===== config.mk =====
export PLATFORM = sky130hd
export DESIGN_NAME = adc_tick_sampler_with_zero_capture_flat
export DESIGN_NICKNAME = d
export VERILOG_FILES = /design/src/rtl/adcs_pkg.sv /design/src/rtl/adcs_if.sv /design/src/rtl/adcs_tick_gate.sv /design/src/rtl/adcs_scale.sv /design/src/rtl/adc_tick_sampler_with_zero_capture.sv /design/src/flat_wrapper.sv
export SDC_FILE = /design/constraint.sdc
export NUM_CORES = 2
export LEC_CHECK = 0
export BUFFER_PORTS_ARGS = -buffer_cell sky130_fd_sc_hd__buf_2
export CORE_MARGIN = 2
export CORE_UTILIZATION = 45
export DETAILED_ROUTE_END_ITERATION = 6
export HOLD_SLACK_MARGIN = 0.03
export PLACE_DENSITY = 0.63
export SLEW_MARGIN = 0
export SYNTH_ARGS = -nofsm -noshare
export SYNTH_HDL_FRONTEND = slang
export SYNTH_SLANG_ARGS = --single-unit

===== constraint.sdc =====
create_clock -name clock -period 12.2 [get_ports clock]
set_clock_uncertainty 0.1 [all_clocks]
set_input_delay 1.83 -clock clock [delete_from_list [all_inputs] [get_ports clock]]
set_output_delay 1.83 -clock clock [all_outputs]
set_load 0.01 [all_outputs]

===== src/rtl/adcs_pkg.sv =====
`timescale 1ns / 1ps
// ----------------------------------------------------------------------------
// adcs_pkg
// shared widths, constants, the tick beat type and the millivolt conversion
// ----------------------------------------------------------------------------
package adcs_pkg;

   localparam int CH_W   = 4;
   localparam int RAW_W  = 12;
   localparam int MV_W   = 12;
   localparam int VAL_W  = 18;
   localparam int TICK_W = 5;
   localparam int CSR_ADDR_W = 4;
   localparam int CSR_DATA_W = 8;

   // register indexes
   localparam logic [CSR_ADDR_W-1:0] CSR_SAMPLING_ENABLED = 4'd0;
   localparam logic [CSR_ADDR_W-1:0] CSR_PERIOD_TICKS     = 4'd1;

   // channels at or above this count are voltmetric
   localparam logic [CH_W:0] MUX_CHANNELS = 5'd16;

   // 3300/4095 reduces to 220/273
   localparam longint FULL_SCALE_MV  = 3300;
   localparam longint FULL_SCALE_RAW = 4095;
   localparam longint MV_GCD         = 15;
   localparam longint MV_NUM         = FULL_SCALE_MV / MV_GCD;
   localparam longint MV_DEN         = FULL_SCALE_RAW / MV_GCD;
   // raw*220 < 2^20 and 273 < 2^9, so a 29 bit reciprocal is exact
   localparam int     MV_SHIFT       = 29;
   localparam longint MV_RECIP       = ((64'd1 << MV_SHIFT) + MV_DEN - 1) / MV_DEN;
   localparam int     PROD_W         = RAW_W + MV_SHIFT;
   localparam logic [PROD_W-1:0] MV_MULT = PROD_W'(MV_RECIP * MV_NUM);

   localparam logic [MV_W-1:0]  ZERO_LOW_MV  = 12'd2200;
   localparam logic [MV_W-1:0]  ZERO_HIGH_MV = 12'd2600;
   localparam logic [VAL_W-1:0] AMP_GAIN     = 18'd10;
   localparam logic [VAL_W-1:0] VOLT_GAIN    = 18'd50;

   typedef struct packed {
      logic [CH_W-1:0]  mux_channel;
      logic [RAW_W-1:0] raw_mux_sample;
      logic [RAW_W-1:0] raw_vdd;
      logic [RAW_W-1:0] raw_vref;
      logic [RAW_W-1:0] raw_vcoil;
   } tick_type;

   // floor(raw * 3300 / 4095) by one constant multiply
   function automatic logic [MV_W-1:0] to_mv(input logic [RAW_W-1:0] raw);
      logic [PROD_W-1:0] prod;
      prod = PROD_W'(raw) * MV_MULT;
      return prod[PROD_W-1:MV_SHIFT];
   endfunction

endpackage


===== src/rtl/adcs_if.sv =====
`timescale 1ns / 1ps
// ----------------------------------------------------------------------------
// adcs channel interfaces
// tick input, result output and register write channels
// ----------------------------------------------------------------------------
interface adcs_req_if;
   logic        valid;
   logic        ready;
   logic [3:0]  mux_channel;
   logic [11:0] raw_mux_sample;
   logic [11:0] raw_vdd;
   logic [11:0] raw_vref;
   logic [11:0] raw_vcoil;

   modport source (output valid, mux_channel, raw_mux_sample, raw_vdd, raw_vref,
                   raw_vcoil, input ready);
   modport sink   (input valid, mux_channel, raw_mux_sample, raw_vdd, raw_vref,
                   raw_vcoil, output ready);
endinterface

interface adcs_rsp_if;
   logic        valid;
   logic        ready;
   logic [3:0]  channel;
   logic [17:0] mux_value;
   logic [11:0] vdd_mv;
   logic [11:0] vref_mv;
   logic [11:0] vcoil_mv;

   modport source (output valid, channel, mux_value, vdd_mv, vref_mv, vcoil_mv,
                   input ready);
   modport sink   (input valid, channel, mux_value, vdd_mv, vref_mv, vcoil_mv,
                   output ready);
endinterface

interface adcs_csr_if;
   logic       valid;
   logic       ready;
   logic [3:0] index;
   logic [7:0] data;

   modport source (output valid, index, data, input ready);
   modport sink   (input valid, index, data, output ready);
endinterface


===== src/rtl/adcs_tick_gate.sv =====
`timescale 1ns / 1ps
// ----------------------------------------------------------------------------
// adcs_tick_gate
// config registers, tick counter, kept/discarded toggle and input register
// ----------------------------------------------------------------------------
module adcs_tick_gate (
   input  logic             clock,
   input  logic             reset,
   adcs_req_if.sink         req_bus,
   adcs_csr_if.sink         csr_bus,
   output logic             tick_valid,
   output adcs_pkg::tick_type tick_data,
   input  logic             tick_ready
);
   import adcs_pkg::*;

   logic              enable_ff, enable_in;
   logic [TICK_W-1:0] period_ff, period_in;
   logic [TICK_W-1:0] count_ff, count_in;
   logic              skip_ff, skip_in;
   logic              valid_ff, valid_in;
   tick_type          data_ff;

   logic              accept;
   logic              csr_write;
   logic              kept;
   logic [TICK_W-1:0] count_next;

   assign req_bus.ready = !valid_ff || tick_ready;
   assign csr_bus.ready = 1'b1;
   assign accept        = req_bus.valid && req_bus.ready;
   assign csr_write     = csr_bus.valid;
   assign count_next    = count_ff + 1'b1;

   always_comb begin
      enable_in = enable_ff;
      period_in = period_ff;
      count_in  = count_ff;
      skip_in   = skip_ff;
      kept      = 1'b0;
      if (accept && enable_ff && (period_ff != '0)) begin
         if (count_next < period_ff) begin
            count_in = count_next;
         end else begin
            count_in = '0;
            skip_in  = !skip_ff;
            kept     = !skip_ff;
         end
      end
      if (csr_write) begin
         unique case (csr_bus.index)
            CSR_SAMPLING_ENABLED: begin
               enable_in = csr_bus.data[0];
               count_in  = '0;
            end
            CSR_PERIOD_TICKS: begin
               period_in = csr_bus.data[TICK_W-1:0];
               count_in  = '0;
            end
            default: ;
         endcase
      end
      valid_in = valid_ff;
      if (accept) begin
         valid_in = kept;
      end else if (tick_ready) begin
         valid_in = 1'b0;
      end
   end

   always_ff @(posedge clock) begin
      if (reset) begin
         enable_ff <= 1'b0;
         period_ff <= '0;
         count_ff  <= '0;
         skip_ff   <= 1'b0;
         valid_ff  <= 1'b0;
      end else begin
         enable_ff <= enable_in;
         period_ff <= period_in;
         count_ff  <= count_in;
         skip_ff   <= skip_in;
         valid_ff  <= valid_in;
      end
   end

   always_ff @(posedge clock) begin
      if (accept && kept) begin
         data_ff.mux_channel    <= req_bus.mux_channel;
         data_ff.raw_mux_sample <= req_bus.raw_mux_sample;
         data_ff.raw_vdd        <= req_bus.raw_vdd;
         data_ff.raw_vref       <= req_bus.raw_vref;
         data_ff.raw_vcoil      <= req_bus.raw_vcoil;
      end
   end

   assign tick_valid = valid_ff;
   assign tick_data  = data_ff;

endmodule


===== src/rtl/adcs_scale.sv =====
`timescale 1ns / 1ps
// ----------------------------------------------------------------------------
// adcs_scale
// millivolt conversion, zero capture store and result register
// ----------------------------------------------------------------------------
module adcs_scale #(
   parameter int AMP_CHANNELS = 8
) (
   input  logic               clock,
   input  logic               reset,
   input  logic               tick_valid,
   input  adcs_pkg::tick_type tick_data,
   output logic               tick_ready,
   adcs_rsp_if.source         rsp_bus
);
   import adcs_pkg::*;

   localparam int ZIDX_W = (AMP_CHANNELS > 1) ? $clog2(AMP_CHANNELS) : 1;
   localparam logic [CH_W:0] AMP_LIMIT = (CH_W + 1)'(AMP_CHANNELS);

   logic [MV_W-1:0]  zero_ff [AMP_CHANNELS];
   logic             valid_ff, valid_in;
   logic [CH_W-1:0]  channel_ff;
   logic [VAL_W-1:0] value_ff;
   logic [MV_W-1:0]  vdd_ff, vref_ff, vcoil_ff;

   logic              take;
   logic              amp;
   logic [ZIDX_W-1:0] zidx;
   logic [MV_W-1:0]   mv_mux;
   logic [MV_W-1:0]   zero_rd, zero_eff;
   logic              capture, has_zero;
   logic [VAL_W-1:0]  value;

   assign tick_ready = !valid_ff || rsp_bus.ready;
   assign take       = tick_valid && tick_ready;

   assign amp    = ({1'b0, tick_data.mux_channel} < AMP_LIMIT) &&
                   ({1'b0, tick_data.mux_channel} < MUX_CHANNELS);
   assign zidx   = ZIDX_W'(tick_data.mux_channel);
   assign mv_mux = to_mv(tick_data.raw_mux_sample);

   always_comb begin
      zero_rd  = amp ? zero_ff[zidx] : '0;
      capture  = amp && (zero_rd == '0) &&
                 (mv_mux >= ZERO_LOW_MV) && (mv_mux <= ZERO_HIGH_MV);
      zero_eff = capture ? mv_mux : zero_rd;
      has_zero = amp && (zero_eff != '0);
      if (has_zero) begin
         if (mv_mux >= zero_eff) begin
            value = VAL_W'(mv_mux - zero_eff) * AMP_GAIN;
         end else begin
            value = '0;
         end
      end else begin
         value = VAL_W'(mv_mux) * VOLT_GAIN;
      end
      valid_in = valid_ff;
      if (take) begin
         valid_in = 1'b1;
      end else if (rsp_bus.ready) begin
         valid_in = 1'b0;
      end
   end

   always_ff @(posedge clock) begin
      if (reset) begin
         valid_ff <= 1'b0;
         for (int i = 0; i < AMP_CHANNELS; i++) begin
            zero_ff[i] <= '0;
         end
      end else begin
         valid_ff <= valid_in;
         if (take && capture) begin
            zero_ff[zidx] <= mv_mux;
         end
      end
   end

   always_ff @(posedge clock) begin
      if (take) begin
         channel_ff <= tick_data.mux_channel;
         value_ff   <= value;
         vdd_ff     <= to_mv(tick_data.raw_vdd);
         vref_ff    <= to_mv(tick_data.raw_vref);
         vcoil_ff   <= to_mv(tick_data.raw_vcoil);
      end
   end

   assign rsp_bus.valid     = valid_ff;
   assign rsp_bus.channel   = channel_ff;
   assign rsp_bus.mux_value = value_ff;
   assign rsp_bus.vdd_mv    = vdd_ff;
   assign rsp_bus.vref_mv   = vref_ff;
   assign rsp_bus.vcoil_mv  = vcoil_ff;

endmodule


===== src/rtl/adc_tick_sampler_with_zero_capture.sv =====
`timescale 1ns / 1ps
// ----------------------------------------------------------------------------
// adc_tick_sampler_with_zero_capture
// picks every period-th tick, keeps every other pick, converts the four
// readings to millivolts and scales an amp channel's mux reading against
// its captured zero
// ----------------------------------------------------------------------------
//  channel   dir  beat contents
//  req_bus   in   mux channel, four raw 12 bit readings
//  rsp_bus   out  channel, scaled mux value, three millivolt readings
//  csr_bus   in   register index, write data (0 enable, 1 period)
//
//  one tick beat per cycle while rsp_bus is not stalled; a kept tick loads
//  the input register when accepted and then the result register, from
//  which it can be taken on rsp_bus
//  ticks that are not acquired or are discarded produce no beat
//  stalls on rsp_bus back up through both registers, no beat is dropped
//  synchronous reset clears config, tick counter, toggle and captured zeros
// ----------------------------------------------------------------------------
module adc_tick_sampler_with_zero_capture #(
   parameter int AMP_CHANNELS = 8
) (
   input logic        clock,
   input logic        reset,
   adcs_req_if.sink   req_bus,
   adcs_rsp_if.source rsp_bus,
   adcs_csr_if.sink   csr_bus
);
   import adcs_pkg::*;

   // kept tick handed from the input register to the scaling stage
   logic     tick_valid;
   logic     tick_ready;
   tick_type tick_data;

   // counter, keep/discard toggle and config registers
   adcs_tick_gate u_gate (
      .clock      (clock),
      .reset      (reset),
      .req_bus    (req_bus),
      .csr_bus    (csr_bus),
      .tick_valid (tick_valid),
      .tick_data  (tick_data),
      .tick_ready (tick_ready)
   );

   // conversion, zero capture and result register
   adcs_scale #(
      .AMP_CHANNELS (AMP_CHANNELS)
   ) u_scale (
      .clock      (clock),
      .reset      (reset),
      .tick_valid (tick_valid),
      .tick_data  (tick_data),
      .tick_ready (tick_ready),
      .rsp_bus    (rsp_bus)
   );

endmodule

===== src/flat_wrapper.sv =====
// flat-port wrapper written by rule: the top's interface ports become plain ports
module adc_tick_sampler_with_zero_capture_flat import adcs_pkg::*;
#(
   parameter int AMP_CHANNELS = 8
)
  (clock, reset, req_bus_valid, req_bus_mux_channel, req_bus_raw_mux_sample, req_bus_raw_vdd, req_bus_raw_vref, req_bus_raw_vcoil, req_bus_ready, rsp_bus_valid, rsp_bus_channel, rsp_bus_mux_value, rsp_bus_vdd_mv, rsp_bus_vref_mv, rsp_bus_vcoil_mv, rsp_bus_ready, csr_bus_valid, csr_bus_index, csr_bus_data, csr_bus_ready);
  adcs_req_if req_bus_i ();
  adcs_rsp_if rsp_bus_i ();
  adcs_csr_if csr_bus_i ();
  input logic clock;
  input logic reset;
  input wire logic [$bits(req_bus_i.valid)-1:0] req_bus_valid;
  input wire logic [$bits(req_bus_i.mux_channel)-1:0] req_bus_mux_channel;
  input wire logic [$bits(req_bus_i.raw_mux_sample)-1:0] req_bus_raw_mux_sample;
  input wire logic [$bits(req_bus_i.raw_vdd)-1:0] req_bus_raw_vdd;
  input wire logic [$bits(req_bus_i.raw_vref)-1:0] req_bus_raw_vref;
  input wire logic [$bits(req_bus_i.raw_vcoil)-1:0] req_bus_raw_vcoil;
  output wire logic [$bits(req_bus_i.ready)-1:0] req_bus_ready;
  output wire logic [$bits(rsp_bus_i.valid)-1:0] rsp_bus_valid;
  output wire logic [$bits(rsp_bus_i.channel)-1:0] rsp_bus_channel;
  output wire logic [$bits(rsp_bus_i.mux_value)-1:0] rsp_bus_mux_value;
  output wire logic [$bits(rsp_bus_i.vdd_mv)-1:0] rsp_bus_vdd_mv;
  output wire logic [$bits(rsp_bus_i.vref_mv)-1:0] rsp_bus_vref_mv;
  output wire logic [$bits(rsp_bus_i.vcoil_mv)-1:0] rsp_bus_vcoil_mv;
  input wire logic [$bits(rsp_bus_i.ready)-1:0] rsp_bus_ready;
  input wire logic [$bits(csr_bus_i.valid)-1:0] csr_bus_valid;
  input wire logic [$bits(csr_bus_i.index)-1:0] csr_bus_index;
  input wire logic [$bits(csr_bus_i.data)-1:0] csr_bus_data;
  output wire logic [$bits(csr_bus_i.ready)-1:0] csr_bus_ready;
  assign req_bus_i.valid = req_bus_valid;
  assign req_bus_i.mux_channel = req_bus_mux_channel;
  assign req_bus_i.raw_mux_sample = req_bus_raw_mux_sample;
  assign req_bus_i.raw_vdd = req_bus_raw_vdd;
  assign req_bus_i.raw_vref = req_bus_raw_vref;
  assign req_bus_i.raw_vcoil = req_bus_raw_vcoil;
  assign req_bus_ready = req_bus_i.ready;
  assign rsp_bus_valid = rsp_bus_i.valid;
  assign rsp_bus_channel = rsp_bus_i.channel;
  assign rsp_bus_mux_value = rsp_bus_i.mux_value;
  assign rsp_bus_vdd_mv = rsp_bus_i.vdd_mv;
  assign rsp_bus_vref_mv = rsp_bus_i.vref_mv;
  assign rsp_bus_vcoil_mv = rsp_bus_i.vcoil_mv;
  assign rsp_bus_i.ready = rsp_bus_ready;
  assign csr_bus_i.valid = csr_bus_valid;
  assign csr_bus_i.index = csr_bus_index;
  assign csr_bus_i.data = csr_bus_data;
  assign csr_bus_ready = csr_bus_i.ready;
  adc_tick_sampler_with_zero_capture #(.AMP_CHANNELS(AMP_CHANNELS)) u_core (.clock(clock), .reset(reset), .req_bus(req_bus_i), .rsp_bus(rsp_bus_i), .csr_bus(csr_bus_i));
endmodule

== Yosys cells after proc, flatten, opt, wreduce, memory -nomap -nowiden ==
Memory sizes are Yosys's and may differ from the RTL's. A register that Yosys moved wholly into a read port is not among the register bits.
Index checks and enable logic that the tools add are counted.
Widths: inputs -> output; s select.
Storage, ports and cells
  register bits after elaboration: 124
  memory bits (writable): 96
  input port bits: 69
  output and inout bits: 61
  word-level logic and storage cells: 82
  memories kept: 1
Operators by class
  $add $sub $neg: 2
  multiply operators: 6
  order comparisons: 5
  equality and inequality tests: 1
  multiplexer cells: 23
  bitwise logic cells: 1
  reduce and logical (&&, ||, !) cells: 26
Memory list
  u_core.u_scale.zero_ff: depth 8, bits a word 12, rd ports 1, clocked after memory_dff 1, wr ports 8, RTL line adcs_scale.sv:21  | logic [MV_W-1:0] zero_ff [AMP_CHANNELS];
Operators with widths (count)
  $mul 12x27->39 const B: 4
  $mux 12: 3
  $mux 18: 2
  $mux 5: 4
  $mul 18x3->17 const B: 1
  $mul 12x5->17 const B: 1
  $sub 12x12->13: 1
  $ge 12x12->1: 1
  $ge 12x12->1 const B: 1
  $le 12x12->1 const B: 1
  $logic_not 12->1: 1
  $mux 1: 12
  $reduce_bool 12->1: 1
  $reduce_or 12->1: 1
  $logic_and 1x1->1: 10
  $mux 3: 2
  $reduce_and 2->1: 3
  $add 5x1->5 const B: 1
  $lt 5x5->1: 1
  $reduce_bool 5->1: 1
  $eq 4x1->1 const B: 1
  $logic_not 4->1: 1
  $lt 4x4->1 const B: 1
  $reduce_bool 2->1: 2
  other kinds (4): 7

== Longest topological paths before layout ==
  word-level depth: 12
  mapped depth: 51
  gate-level depth less buffers: 49

== Cells and area by module ==
From an unflattened synthesis, not the netlist that was laid out.
Unflattened totals
  cell total of the unflattened synthesis: 2864
  area total of the unflattened synthesis: 30110.1 um2
By module, submodules not included
  adcs_scale: times used 1, cells each 2724, area an instance 27754.1 um2, sequential area each 4614.4 um2
  adcs_tick_gate: times used 1, cells each 140, area an instance 2356.0 um2, sequential area each 1821.7 um2

== Worst setup path before layout ==
OpenSTA, ideal clock, no wires.
  path type: flip-flop to flip-flop
  start point: register u_core.u_gate.data_ff, in the netlist u_core.u_gate.tick_data[42]
  end point: register u_core.u_scale.value_ff[17] (netlist: u_core.u_scale.rsp_bus.mux_value[17]), data pin
  library setup time: 0.148 ns
  arrival: 10.742 ns
  required time: 11.952 ns
  path slack: 1.209 ns
  stages on the path, launching flop included: 47
  path buffers: 2
  period minus slack after synthesis: 10.991 ns
  cell sequence: edfxtp_1 > fa_1 > inv_1 > fa_1 > inv_1 > fa_1 > fa_1 > fa_1 > ha_1 > a21oi_1 > o21ai_0 > a221oi_1 > o21a_1 > a21oi_1 > or4_1 > o221a_2 > xnor2_1 > inv_1 > (+11 left out) > a21boi_0 > o21ai_0 > a21boi_0 > o21ai_0 > nand2_1 > a21o_1 > a21oi_1 > xnor2_1 > ha_1 > ha_1 > and2_1 > o21ai_0 > o21ai_0 > or4_1 > nand3_1 > xor2_1 > nand2_1 > mux2i_1
On the way
  word-level cells in the longest chain between the ends: 9
  elaborated cells on any way between the ends: 14
  those cells by class: add/sub (1); mul (3); order compare (3); mux (3); reduce/logical (4)
Ends and longest elaborated chain
  start, declared: RTL line adcs_tick_gate.sv:22  | tick_type data_ff;
  $mul 12x27->39 (*): RTL line adcs_pkg.sv:51  | prod = PROD_W'(raw) * MV_MULT;
  named net u_core.u_scale.mv_mux[6]: RTL line adcs_scale.sv:30  | logic [MV_W-1:0] mv_mux;
  $ge 12x12->1: RTL line adcs_scale.sv:46  | (mv_mux >= ZERO_LOW_MV) && (mv_mux <= ZERO_HIGH_MV);
  $logic_and 1x1->1: RTL line adcs_scale.sv:45  | capture = amp && (zero_rd == '0) &&
  $logic_and 1x1->1: RTL line adcs_scale.sv:46
  $mux 12: RTL line adcs_scale.sv:47  | zero_eff = capture ? mv_mux : zero_rd;
  $sub 12x12->13: RTL line adcs_scale.sv:51  | value = VAL_W'(mv_mux - zero_eff) * AMP_GAIN;
  $mul 18x3->17: RTL line adcs_scale.sv:51
  $mux 18: RTL line adcs_scale.sv:50  | if (mv_mux >= zero_eff) begin
  $mux 18 (*): RTL line adcs_scale.sv:49  | if (has_zero) begin
  named net u_core.u_scale.value[17]: RTL line adcs_scale.sv:33  | logic [VAL_W-1:0] value;
  end signal, assigned: RTL line adcs_scale.sv:83  | value_ff <= value;
  end, declared: RTL line adcs_scale.sv:24  | logic [VAL_W-1:0] value_ff;
The timed path passes the listed nets; every way through them passes the cells marked *.
A chain may end at the register's enable or synchronous reset.

== Final worst setup path ==
  start point: register u_core.u_gate.data_ff, in the netlist u_core.u_gate.tick_data[45]
  end point: register u_core.u_scale.value_ff[17] (netlist: u_core.u_scale.rsp_bus.mux_value[17]), data pin
Same word-level chain as after synthesis.

==> run summary <==
largest family of logic cells by synthesized area = adder cells
CTS Sinks = 222
Worst Path Arrival = 11.72 ns
final setup fails = 0
hold path cells = 2
vias post-DR = 20,101
via/cell ratio = 5.18
total die area = 0.0692 mm2
first-pass GRT wire length = 119,000 um
row count = 95
pin count of the biggest net entering global routing = 54
Seq cells post-synth = 222
hold crit path type = flip-flop to flip-flop
Worst-Skew Late Latency = 0.59 ns
mux contribution to synthesized area = 2.96%
Synth Area in Adders = 49.9%
CP Max Fanout = 10
cts-stage hold buffer count = 0
worst-margin pin slew = 1.17 ns
overall power = 0.00191 W
H-tree levels = 1
Distinct cells, synth = 77
commonest non-fill, non-tap cell in the layout = inv_1
FF/Latch Area = 0.00650 mm2
antenna fix cells = 0
Main synth FF type = edfxtp_1
Avg Inst Size Synth = 10.6 um2
final core occ = 49.3%
CORE AREA = 0.0668 mm2
Setup TNS = 0 ns
Post-Syn Area = 0.0302 mm2
Initial Util = 45.2%
1st-iter DRT viols = 1,297
capturing element type of the critical path = flip-flop
CTS clk-pin slew, worst paths = 0.06 ns
final hold vios = 0
pwr dens = 57.9 mW/mm2
Synth Warn # = 0
Worst path max stage delay = 0.57 ns
maximum clock rate = 87.8 MHz
Die H = 263 um
sequential area share after synthesis = 21.5%
share of post-route cells with drive strength above 1 = 8.28%
Final period util = 93.3%
Startpoint Class = flip-flop
worst vdd ir = 0.000107 V
routed wire length = 72,700 um
Worst EP required = 12.53 ns
Max Cap Viol = 0
setup slack, reg-to-reg = 0.82 ns
initial antenna violation count = 2
EDFF count, synth = 205
Tmin final = 11.38 ns
routability congestion estimate = 0.974
vias in the first global route = 22,235
Post-route DRC = 0
fill count = 6,072
Most common cell on crit path = inv_1
Synthesized Nets = 3,865
Synth Area in XOR/XNOR = 2.41%
Nets = 4,006
P_leak = 16.6 nW
gr usage total = 21.7%
ys async rst share = 0%
Syn Inst Count = 2,846
Slowest-stage cell, CP = fa_1
Post-DRT Antenna Nets = 0
worst reg2reg path depth = 46
Pre-antenna DRT Iters = 5
gr ovfl total = 0
multi-input logic area = 0.0208 mm2
status = complete, no violations
kind of critical path = flip-flop to flip-flop
Rel. slew slack = 21.1%
synth-to-layout area growth = 9.04%
Root Buffer = clkbuf_16
clock tree from TritonCTS = built
# IOs = 130
Bufs on Longest Clock Path = 3
drt wl/cell = 18.7 um
commonest non-fill, non-tap cells in the layout = 738 x inv_1, 524 x ha_1, 425 x fa_1, 205 x edfxtp_1, 194 x nor2_1
Detailed Place HPWL = 60,400 um
Port Buf Inserts = 124
Post-Synth Simple-Gate Area = 6.93%
compound-gate portion of the synthesized area = 6.34%
die width = 263 um
Num CTS Buffers = 29
Slew Viols, Final = 0
RSZ-0062 raised after global routing = no
-- worst max-delay path, delay by kind of cell (launching register included) --
kind	cells	cell delay, ns
AOI/OAI and AO/OA	12	2.41
adders and majority gates	11	4.29
xor gates and xnor gates	2	0.41
DFF	1	0.53
buffers and inverters	8	0.81
muxes	1	0.15
and+or+nand+nor	12	2.53
-- cell usage after synthesis, drive strengths merged (6+ instances only) --
cell    instances  area [um2]
nand3          51         255
nor4            8        50.1
or2             7        43.8
and2            9        56.3
nor2          194         728
ha            525        6570
nand4          10        62.6
o211ai         14         110
o21ai          51         255
and3           13        81.3
clkbuf         32         120
a21o           31         233
mux4           24         541
dfxtp          17         340
buf            12         101
a41o            8        80.1
inv           739        2770
o21a            8        60.1
mux2i          32         320
nor3           24         136
xnor2          50         438
or3             6        37.5
a211oi          7        52.6
fa            425        8510
or4             7        52.6
o21bai         15         113
nand2          83         312
a31oi           7        43.8
xor2           33         289
edfxtp        205        6160
nand2b         14        87.6
nor2b          18         113
a21oi          96         480
-- state kept, by name (all words and copies together), names as in the netlist, named ones only --
signal	cells
u_core.u_gate.skip_ff	1
u_core.u_scale.rsp_bus.vdd_mv	12
u_core.u_gate.tick_valid	1
u_core.u_gate.period_ff	5
u_core.u_scale.rsp_bus.mux_value	17
u_core.u_gate.enable_ff	1
u_core.u_scale.rsp_bus.channel	4
u_core.u_gate.count_ff	5
u_core.u_scale.rsp_bus.vcoil_mv	12
u_core.u_scale.zero_ff	96
u_core.u_scale.rsp_bus.vref_mv	12
u_core.u_scale.rsp_bus.valid	1
u_core.u_gate.tick_data	52
-- area by class of cell --
| class | instances | area share (%) |
|---|---|---|
| clock buffers | 39 | 2.54 |
| clock inverters | 12 | 0.429 |
| inverters | 741 | 8.44 |
| multi-input cells | 1839 | 63.0 |
| flip-flops and latches | 222 | 19.7 |
| well taps | 873 | 3.32 |
| repair buffers | 154 | 2.57 |
-- kinds of logic (layout without fill, tap and decap cells) --
logic type / after synthesis / count (layout)
other cells: 2 / 2
compound gates: 292 / 292
flops: 222 / 222
simple gates: 453 / 453
buf+inv: 785 / 946
fa+ha+maj: 950 / 950
xor+xnor: 83 / 83
mux: 59 / 59
-- routing by layer --
layer | vias up | share of wire [%] | wire length (um) | global-route usage (%)
met3 | 100 | 4.9 | 3600 | 2.68
met4 | 0 | 2.2 | 1630 | 4.91
met5 | - | 0 | 0 | 0
li1 | 9491 | - | - | -
met2 | 447 | 49 | 35800 | 37.9
met1 | 10063 | 44 | 31800 | 28.8
-- timing repair --
action	4_1_cts	5_1_grt
endpoints found under the hold margin	0	0
setup buffers	0	8
endpoints found under the setup margin	0	4
resized for setup	0	7
-- power by group --
group | internal, W | switching (W)
clock network | 0.000526 | 0.000363
registers | 0.000841 | 0.00000318
logic | 0.0000740 | 0.000101
-- path summary, 6_finish.rpt --
path	start	to
worst max-delay path	u_core.u_gate.tick_data[45]	u_core.u_scale.rsp_bus.mux_value[17]
worst min-delay path	u_core.u_gate.period_ff[1]	u_core.u_gate.period_ff[1]
worst max register to register	u_core.u_gate.tick_data[45]	u_core.u_scale.rsp_bus.mux_value[17]
worst min register to register	u_core.u_gate.period_ff[1]	u_core.u_gate.period_ff[1]
-- stage by stage --
| stage | worst slack, ns | cells | hold WS (ns) | instance area [um2] |
|---|---|---|---|---|
| 3_3_place_gp | 0.698 | 3821 | 0.350 | 31900 |
| 5_1_grt | 0.0635 | 3880 | 0.402 | 32900 |
| 2_1_floorplan | 1.21 | 2846 | 0.324 | 30200 |
| 6_report | 0.815 | 3880 | 0.365 | 32900 |
| 4_1_cts | 0.565 | 3872 | 0.366 | 32900 |
| 3_5_place_dp | 0.663 | 3821 | 0.359 | 31900 |
Power figures use the tool's default switching activity.
